### src/sv/length_appended_crc32_checksum_core_assert.svh
// assertion macros for the checksum core
`ifndef LENGTH_APPENDED_CRC32_CHECKSUM_CORE_ASSERT_SVH
`define LENGTH_APPENDED_CRC32_CHECKSUM_CORE_ASSERT_SVH

// same-cycle implication
`define LACC_ASSERT_NOW(label, clk, rst, ante, cons) \
  label: assert property (@(posedge clk) disable iff (rst) (ante) |-> (cons)) \
    else $error("lacc assertion failed");

// next-cycle implication
`define LACC_ASSERT_NEXT(label, clk, rst, ante, cons) \
  label: assert property (@(posedge clk) disable iff (rst) (ante) |=> (cons)) \
    else $error("lacc assertion failed");

`endif

### src/sv/lacc_pkg.sv
`default_nettype none
package lacc_pkg;

  localparam logic [31:0] POLY_REFLECTED = 32'hEDB88320;

  typedef struct packed {
    logic beat;
    logic fold_step;
    logic finish;
  } cmd_t;

  typedef struct packed {
    logic fold_done;
  } stat_t;

  function automatic logic [31:0] crc_table(input logic [7:0] idx);
    logic [31:0] v;
    v = {24'h0, idx};
    for (int k = 0; k < 8; k++) begin
      if (v[0]) begin
        v = (v >> 1) ^ POLY_REFLECTED;
      end else begin
        v = v >> 1;
      end
    end
    return v;
  endfunction

  function automatic logic [31:0] crc_feed(input logic [31:0] crc, input logic [7:0] b);
    return {crc[23:0], 8'h00} ^ crc_table(crc[31:24] ^ b);
  endfunction

endpackage
`default_nettype wire

### src/sv/lacc_in_if.sv
`default_nettype none
interface lacc_in_if;
  logic       valid;
  logic       ready;
  logic [7:0] data_byte;
  logic       byte_present;
  logic       stream_end;

  modport source (output valid, output data_byte, output byte_present, output stream_end,
                  input ready);
  modport sink (input valid, input data_byte, input byte_present, input stream_end,
                output ready);
endinterface
`default_nettype wire

### src/sv/lacc_out_if.sv
`default_nettype none
interface lacc_out_if;
  logic        valid;
  logic        ready;
  logic [31:0] checksum;
  logic        count_overflow;

  modport source (output valid, output checksum, output count_overflow, input ready);
  modport sink (input valid, input checksum, input count_overflow, output ready);
endinterface
`default_nettype wire

### src/sv/lacc_ctrl.sv
`default_nettype none
module lacc_ctrl (
  input  wire logic          clk,
  input  wire logic          rst,
  input  wire logic          in_valid,
  input  wire logic          stream_end,
  input  wire logic          out_ready,
  input  wire lacc_pkg::stat_t stat,
  output logic               in_ready,
  output logic               out_valid,
  output lacc_pkg::cmd_t     cmd
);

  localparam logic S_RUN  = 1'b0;
  localparam logic S_FOLD = 1'b1;

  logic state;
  logic state_next;
  logic out_valid_next;
  logic slot_free;

  assign in_ready  = (state == S_RUN);
  assign slot_free = !out_valid || out_ready;

  always_comb begin
    cmd            = '0;
    state_next     = state;
    case (state)
      S_RUN: begin
        cmd.beat = in_valid;
        if (in_valid && stream_end) begin
          state_next = S_FOLD;
        end
      end
      S_FOLD: begin
        if (stat.fold_done) begin
          if (slot_free) begin
            cmd.finish = 1'b1;
            state_next = S_RUN;
          end
        end else begin
          cmd.fold_step = 1'b1;
        end
      end
      default: begin
        state_next = S_RUN;
      end
    endcase
  end

  always_comb begin
    if (cmd.finish) begin
      out_valid_next = 1'b1;
    end else if (out_ready) begin
      out_valid_next = 1'b0;
    end else begin
      out_valid_next = out_valid;
    end
  end

  always_ff @(posedge clk) begin
    if (rst) begin
      state     <= S_RUN;
      out_valid <= 1'b0;
    end else begin
      state     <= state_next;
      out_valid <= out_valid_next;
    end
  end

endmodule
`default_nettype wire

### src/sv/lacc_dpath.sv
`default_nettype none
module lacc_dpath (
  input  wire logic           clk,
  input  wire logic           rst,
  input  wire lacc_pkg::cmd_t cmd,
  input  wire logic [7:0]     data_byte,
  input  wire logic           byte_present,
  input  wire logic           stream_end,
  output lacc_pkg::stat_t     stat,
  output logic [31:0]         checksum,
  output logic                count_overflow
);

  logic [31:0] crc;
  logic [31:0] count;
  logic        ovf;
  logic [31:0] len;

  logic [31:0] crc_next;
  logic [31:0] count_next;
  logic        ovf_next;
  logic [31:0] count_inc;
  logic        count_full;
  logic        take;
  logic [7:0]  feed_byte;
  logic [31:0] feed_out;

  assign count_inc  = count + 32'd1;
  assign count_full = (count == 32'hFFFF_FFFF);
  assign take       = cmd.beat && byte_present && !ovf;

  // one shared table step for stream bytes and length bytes
  assign feed_byte = cmd.fold_step ? len[7:0] : data_byte;
  assign feed_out  = lacc_pkg::crc_feed(crc, feed_byte);

  assign stat.fold_done = ovf || (len == 32'h0);

  always_comb begin
    crc_next   = crc;
    count_next = count;
    ovf_next   = ovf;
    if (cmd.finish) begin
      crc_next   = 32'h0;
      count_next = 32'h0;
      ovf_next   = 1'b0;
    end else if (cmd.fold_step) begin
      crc_next = feed_out;
    end else if (take) begin
      if (count_full) begin
        ovf_next = 1'b1;
      end else begin
        count_next = count_inc;
        crc_next   = feed_out;
      end
    end
  end

  always_ff @(posedge clk) begin
    if (rst) begin
      crc   <= 32'h0;
      count <= 32'h0;
      ovf   <= 1'b0;
    end else begin
      crc   <= crc_next;
      count <= count_next;
      ovf   <= ovf_next;
    end
  end

  always_ff @(posedge clk) begin
    if (cmd.beat && stream_end) begin
      len <= count_next;
    end else if (cmd.fold_step) begin
      len <= len >> 8;
    end
    if (cmd.finish) begin
      checksum       <= ovf ? 32'h0 : ~crc;
      count_overflow <= ovf;
    end
  end

endmodule
`default_nettype wire

### src/sv/length_appended_crc32_checksum_core.sv
// length-appended crc-32 checksum core
//
// in_ch carries one beat per item: data_byte, byte_present, stream_end.
// a beat with byte_present folds data_byte into the running crc and counts
// it; a beat with stream_end closes the stream. out_ch carries one beat per
// stream: the inverted length-appended checksum and count_overflow.
//
// stream bytes are taken at one beat per cycle through a single table step
// while in_ch.ready is high. after the end beat, in_ch.ready drops while
// the nonzero-led bytes of the byte count are folded, one per cycle through
// the same table step; then the output register is loaded once the output
// slot is free.
//
// the output register holds the result while out_ch.ready is low; bytes
// of the next stream keep flowing, and only its end waits for the slot.
// on overflow of the 32-bit count the checksum is zero and count_overflow
// is set. rst (synchronous) clears crc, count, overflow flag and out valid.
`default_nettype none
`include "length_appended_crc32_checksum_core_assert.svh"
module length_appended_crc32_checksum_core (
  input wire logic   clk,
  input wire logic   rst,
  lacc_in_if.sink    in_ch,
  lacc_out_if.source out_ch
);

  lacc_pkg::cmd_t  cmd;
  lacc_pkg::stat_t stat;
  logic            in_ready;
  logic            out_valid;

  lacc_ctrl u_ctrl (
    .clk        (clk),
    .rst        (rst),
    .in_valid   (in_ch.valid),
    .stream_end (in_ch.stream_end),
    .out_ready  (out_ch.ready),
    .stat       (stat),
    .in_ready   (in_ready),
    .out_valid  (out_valid),
    .cmd        (cmd)
  );

  lacc_dpath u_dpath (
    .clk            (clk),
    .rst            (rst),
    .cmd            (cmd),
    .data_byte      (in_ch.data_byte),
    .byte_present   (in_ch.byte_present),
    .stream_end     (in_ch.stream_end),
    .stat           (stat),
    .checksum       (out_ch.checksum),
    .count_overflow (out_ch.count_overflow)
  );

  assign in_ch.ready  = in_ready;
  assign out_ch.valid = out_valid;

  `LACC_ASSERT_NOW(a_ovf_zero, clk, rst, out_ch.valid && out_ch.count_overflow, out_ch.checksum == 32'h0)
  `LACC_ASSERT_NEXT(a_end_stalls, clk, rst, in_ch.valid && in_ch.ready && in_ch.stream_end, !in_ch.ready)
  `LACC_ASSERT_NOW(a_load_from_fold, clk, rst, $rose(out_ch.valid), $past(!in_ch.ready))
  `LACC_ASSERT_NOW(a_one_cmd, clk, rst, 1'b1, $onehot0({cmd.beat, cmd.fold_step, cmd.finish}))

endmodule
`default_nettype wire
### src/flat_wrapper.sv
// flat-port wrapper written by rule: the top's interface ports become plain ports
module length_appended_crc32_checksum_core_flat 
  (clk, rst, in_ch_valid, in_ch_data_byte, in_ch_byte_present, in_ch_stream_end, in_ch_ready, out_ch_valid, out_ch_checksum, out_ch_count_overflow, out_ch_ready);
  lacc_in_if in_ch_i ();
  lacc_out_if out_ch_i ();
  input wire logic clk;
  input wire logic rst;
  input wire logic [$bits(in_ch_i.valid)-1:0] in_ch_valid;
  input wire logic [$bits(in_ch_i.data_byte)-1:0] in_ch_data_byte;
  input wire logic [$bits(in_ch_i.byte_present)-1:0] in_ch_byte_present;
  input wire logic [$bits(in_ch_i.stream_end)-1:0] in_ch_stream_end;
  output wire logic [$bits(in_ch_i.ready)-1:0] in_ch_ready;
  output wire logic [$bits(out_ch_i.valid)-1:0] out_ch_valid;
  output wire logic [$bits(out_ch_i.checksum)-1:0] out_ch_checksum;
  output wire logic [$bits(out_ch_i.count_overflow)-1:0] out_ch_count_overflow;
  input wire logic [$bits(out_ch_i.ready)-1:0] out_ch_ready;
  assign in_ch_i.valid = in_ch_valid;
  assign in_ch_i.data_byte = in_ch_data_byte;
  assign in_ch_i.byte_present = in_ch_byte_present;
  assign in_ch_i.stream_end = in_ch_stream_end;
  assign in_ch_ready = in_ch_i.ready;
  assign out_ch_valid = out_ch_i.valid;
  assign out_ch_checksum = out_ch_i.checksum;
  assign out_ch_count_overflow = out_ch_i.count_overflow;
  assign out_ch_i.ready = out_ch_ready;
  length_appended_crc32_checksum_core u_core (.clk(clk), .rst(rst), .in_ch(in_ch_i), .out_ch(out_ch_i));
endmodule
### config.mk
export PLATFORM = sky130hd
export DESIGN_NAME = length_appended_crc32_checksum_core_flat
export DESIGN_NICKNAME = d
export VERILOG_FILES = /design/src/sv/lacc_pkg.sv /design/src/sv/lacc_in_if.sv /design/src/sv/lacc_out_if.sv /design/src/sv/lacc_ctrl.sv /design/src/sv/lacc_dpath.sv /design/src/sv/length_appended_crc32_checksum_core.sv /design/src/flat_wrapper.sv
export VERILOG_INCLUDE_DIRS = /design/src /design/src/sv
export SDC_FILE = /design/constraint.sdc
export NUM_CORES = 1
export LEC_CHECK = 0
export BUFFER_PORTS_ARGS = -buffer_cell sky130_fd_sc_hd__buf_4
export CORE_MARGIN = 8
export CORE_UTILIZATION = 40
export DETAILED_ROUTE_END_ITERATION = 16
export PLACE_DENSITY_LB_ADDON = 0.15
export SETUP_SLACK_MARGIN = 0.05
export SLEW_MARGIN = 40
export SYNTH_ARGS = -nofsm -noshare
export SYNTH_HDL_FRONTEND = slang
export SYNTH_SLANG_ARGS = --single-unit
### constraint.sdc
create_clock -name clk -period 8.8 [get_ports clk]
set_clock_uncertainty 0.05 [all_clocks]
set_input_delay 1.32 -clock clk [delete_from_list [all_inputs] [get_ports clk]]
set_output_delay 1.32 -clock clk [all_outputs]
set_load 0.05 [all_outputs]
==> run summary <==
Status = finished clean
Post_cts resized = 0
Top FF cell, synth = dfxtp_1
Syn Inst Count = 552
Largest net degree at the start of global routing = 59
Compound-Gate Fraction of Synth Area = 6.108%
Tmin final = 3.968 ns
Gr usage total = 14.91%
Share of layout cells above drive strength 1 = 15.77%
Crit path max-delay family = XOR/XNOR gates
Reg2reg end = u_core.u_dpath.crc[19]
Initial antenna violation count = 0
Area Growth Syn to Fin = 18.24%
Yosys top cell area share = 33.09%
Final hold violation count = 0
Rel. slew slack = 48.68%
Sequential share of power = 37.5%
Crit end category = register
Die area = 18890 um^2
First-pass GRT wire length = 21330 um
Async SR Flop Fraction = 0%
CP max stage cell = o21ai_2
Main combinational cell family by area after synthesis = XOR/XNOR gates
Die Span Y = 137.4 um
Crit-path max FO = 11
Syn Nets = 567
Most frequent cells after synthesis = nor2_1, dfxtp_1, edfxtp_1
Critical path type = register to register
EDFF count, synth = 65
Post-route cell area = 6975 um^2
Power Density = 301.7 nW/um^2
Num CTS Buffers = 17
Top cells by area, synth = edfxtp_1, dfxtp_1, nor2_1, xnor2_1, xor2_1
Vias in the first global route = 4003
Hold-fix buffers at CTS = 0
CTS H-Tree Depth = 4
Setup WS pre-CTS = 4.714 ns
Core Region = 14480 um^2
Detail Route Antenna Nets = 0
Power share of the clock group = 29.0%
Slowest Stage Delay on Critical Path = 0.67 ns
Reg2reg path depth = 9
Post-CTS setup buffers = 0
Post-Route Setup TNS = 0 ns
Clock transition at path regs = 0.06 ns
Area post-placement = 6454 um^2
Worst path buffer plus inverter count = 0
Placer Congestion = 0.7590
IO buf count = 48
Pint = 1.436 mW
Required time of the critical path = 9.03 ns
Filler cell count = 1357
FP Rows = 44
Synth area leader = edfxtp_1
TritonCTS Sinks = 132
Simple-Gate Fraction of Synth Area = 16.44%
#FFs+latches synth = 132
Final worst setup slack = 4.832 ns
Synth Warn # = 0
Upper clock frequency limit = 252.0 MHz
Top cell by count, worst path = xnor3_1
Antenna diode count = 0
Count leader, synth = nor2_1
Pins Over Slew Limit = 0
Critical Path Start Type = register
Initial Util = 40.74%
Worst min-delay path startpoint = u_core.u_ctrl.state
Pre-Repair DR Iteration Count = 4
Mux cell area share after synthesis = 1.591%
Switching share of power = 31.74%
Syn Std Cell Area = 5899 um^2
Die width = 137.4 um
Synth Area in XOR/XNOR = 17.99%
Adder-Cell Fraction of Synth Area = 0.2121%
Drt wl/cell = 16.51 um
Hold Path Depth = 2
Via count = 4022
NetSw = 0.6679 mW
Total congestion overflow = 0
Synth unique cells = 39
WP depth = 9
Skew-Pair Late Insertion Delay = 0.42 ns
Worst Hold End = u_core.u_ctrl.state
CTS Buffer Depth = 2
Crit share post-route = 45.09%
Unrepaired setup endpoints after global routing = false
Final setup fails = 0
Final wirelength = 13190 um
Synth Area per Inst = 10.69 um^2
CTS tree = done
Hold Crit Class = register to register
Leak = 2.599 nW
# nets final = 617
Power Total = 2.104 mW
VDD IR max = 0.1611 mV
Max-cap violations = 0
Root Buffer = clkbuf_16
Logic pwr share = 33.5%
Detail Placement HPWL = 9393 um
Io pins = 49
Post-synthesis sequential area ratio = 55.82%
Vias per cell = 5.034
R2R Setup Slk = 4.83 ns
CP arrival = 4.19 ns
DRC Markers = 0
Critical path, cell by cell = nor4_1 -> nand4_1 -> o21ai_2 -> mux2i_1 -> xnor2_2 -> xnor3_1 -> xnor3_1 -> nand2_1 -> a21oi_1
Critical R2R Launch = u_core.u_dpath.len[0]
DR iter-0 viols = 347
Slew @ Worst Pin = 0.7697 ns
==> worst register-to-register path: cells and delay by family, from the launching register on <==
family | cells | cell delay [ns]
simple gates | 3 | 0.96
mux | 1 | 0.24
flops | 1 | 0.39
compound gates | 2 | 0.75
xor+xnor | 3 | 1.44
==> cell families after synthesis <==
family / Yosys count
and+or+nand+nor: 220
DFF: 132
xor gates and xnor gates: 100
AOI/OAI and AO/OA: 65
buffers and inverters: 25
muxes: 9
adders and majority gates: 1
==> power by group through the flow <==
stage,clock network [mW],logic (mW),registers [mW]
finish,0.611,0.704,0.789
global route,0.650,0.770,0.796
CTS,0.622,0.708,0.788
detailed placement,0,0.703,0.800
global placement,0,0.703,0.799
floorplan,0,0.588,0.777
==> worst max path at each step <==
stage | slack [ns] | from | end
6_report | 4.83 | u_core.u_dpath.len[0] | u_core.u_dpath.crc[19]
2_1_floorplan | 4.72 | out_ch_ready | u_core.u_dpath.crc[10]
4_1_cts | 4.70 | u_core.u_dpath.len[0] | u_core.u_dpath.crc[19]
3_5_place_dp | 4.71 | u_core.u_dpath.len[0] | u_core.u_dpath.crc[19]
3_3_place_gp | 4.72 | u_core.u_dpath.len[5] | u_core.u_dpath.crc[19]
5_1_grt | 4.59 | u_core.u_dpath.len[0] | u_core.u_dpath.crc[28]
==> routing by layer <==
layer | part of all wire, % | GRT usage, % | vias to the layer above | wire length, um
met1 | 47 | 19.55 | 1918 | 6200
met2 | 46 | 22.50 | 89 | 6054
met3 | 5.3 | 4.158 | 16 | 701
met5 | 0 | 0 | - | 0
li1 | - | - | 1999 | -
met4 | 1.8 | 6.518 | 0 | 233
==> cell type report <==
cell class	instances	area, um^2	area share (%)
clock inverters	8	33.78	0.4843
well taps	184	230.2	3.300
repair buffers	54	412.9	5.919
clock buffers	24	471.7	6.762
flip-flops and latches	132	3293	47.21
inverters	2	7.507	0.1076
multi-input cells	395	2526	36.22
==> flip-flops by register name, summed over array words and instances, names as in the netlist <==
| signal | flops |
|---|---|
| u_core.u_ctrl.out_valid | 1 |
| u_core.u_dpath.crc | 32 |
| u_core.u_dpath.count_overflow | 1 |
| u_core.u_dpath.len | 32 |
| u_core.u_ctrl.state | 1 |
| u_core.u_dpath.ovf | 1 |
| u_core.u_dpath.count | 32 |
| u_core.u_dpath.checksum | 32 |
==> metrics by stage <==
stage	utilization [%]	instances	hold WS, ns
2_1_floorplan	-	552	0.3809
3_3_place_gp	44.43	766	0.4125
3_5_place_dp	44.57	767	0.4187
4_1_cts	48.06	799	0.4263
5_1_grt	48.18	799	0.4701
6_report	48.18	799	0.4307
==> cells in the final DEF (no fill, tap or decap), types with 2 or more instances in the layout <==
cell type / count
clkbuf_1: 5
buf_4: 53
and2_1: 2
and4_1: 3
a211oi_1: 6
nor2_1: 103
o21ai_0: 38
xnor2_1: 44
xor2_1: 39
edfxtp_1: 65
clkinv_1: 5
and3_1: 10
xnor3_1: 5
nand3_1: 18
xnor2_2: 5
clkbuf_16: 17
xor2_2: 3
a21oi_1: 16
or3_1: 2
nand4_1: 7
clkbuf_8: 2
nor3_1: 6
inv_1: 2
mux2i_1: 8
xnor2_4: 3
clkinv_2: 3
nor4_1: 8
dfxtp_1: 67
nand2_1: 52
Power figures use the tool's default switching activity.
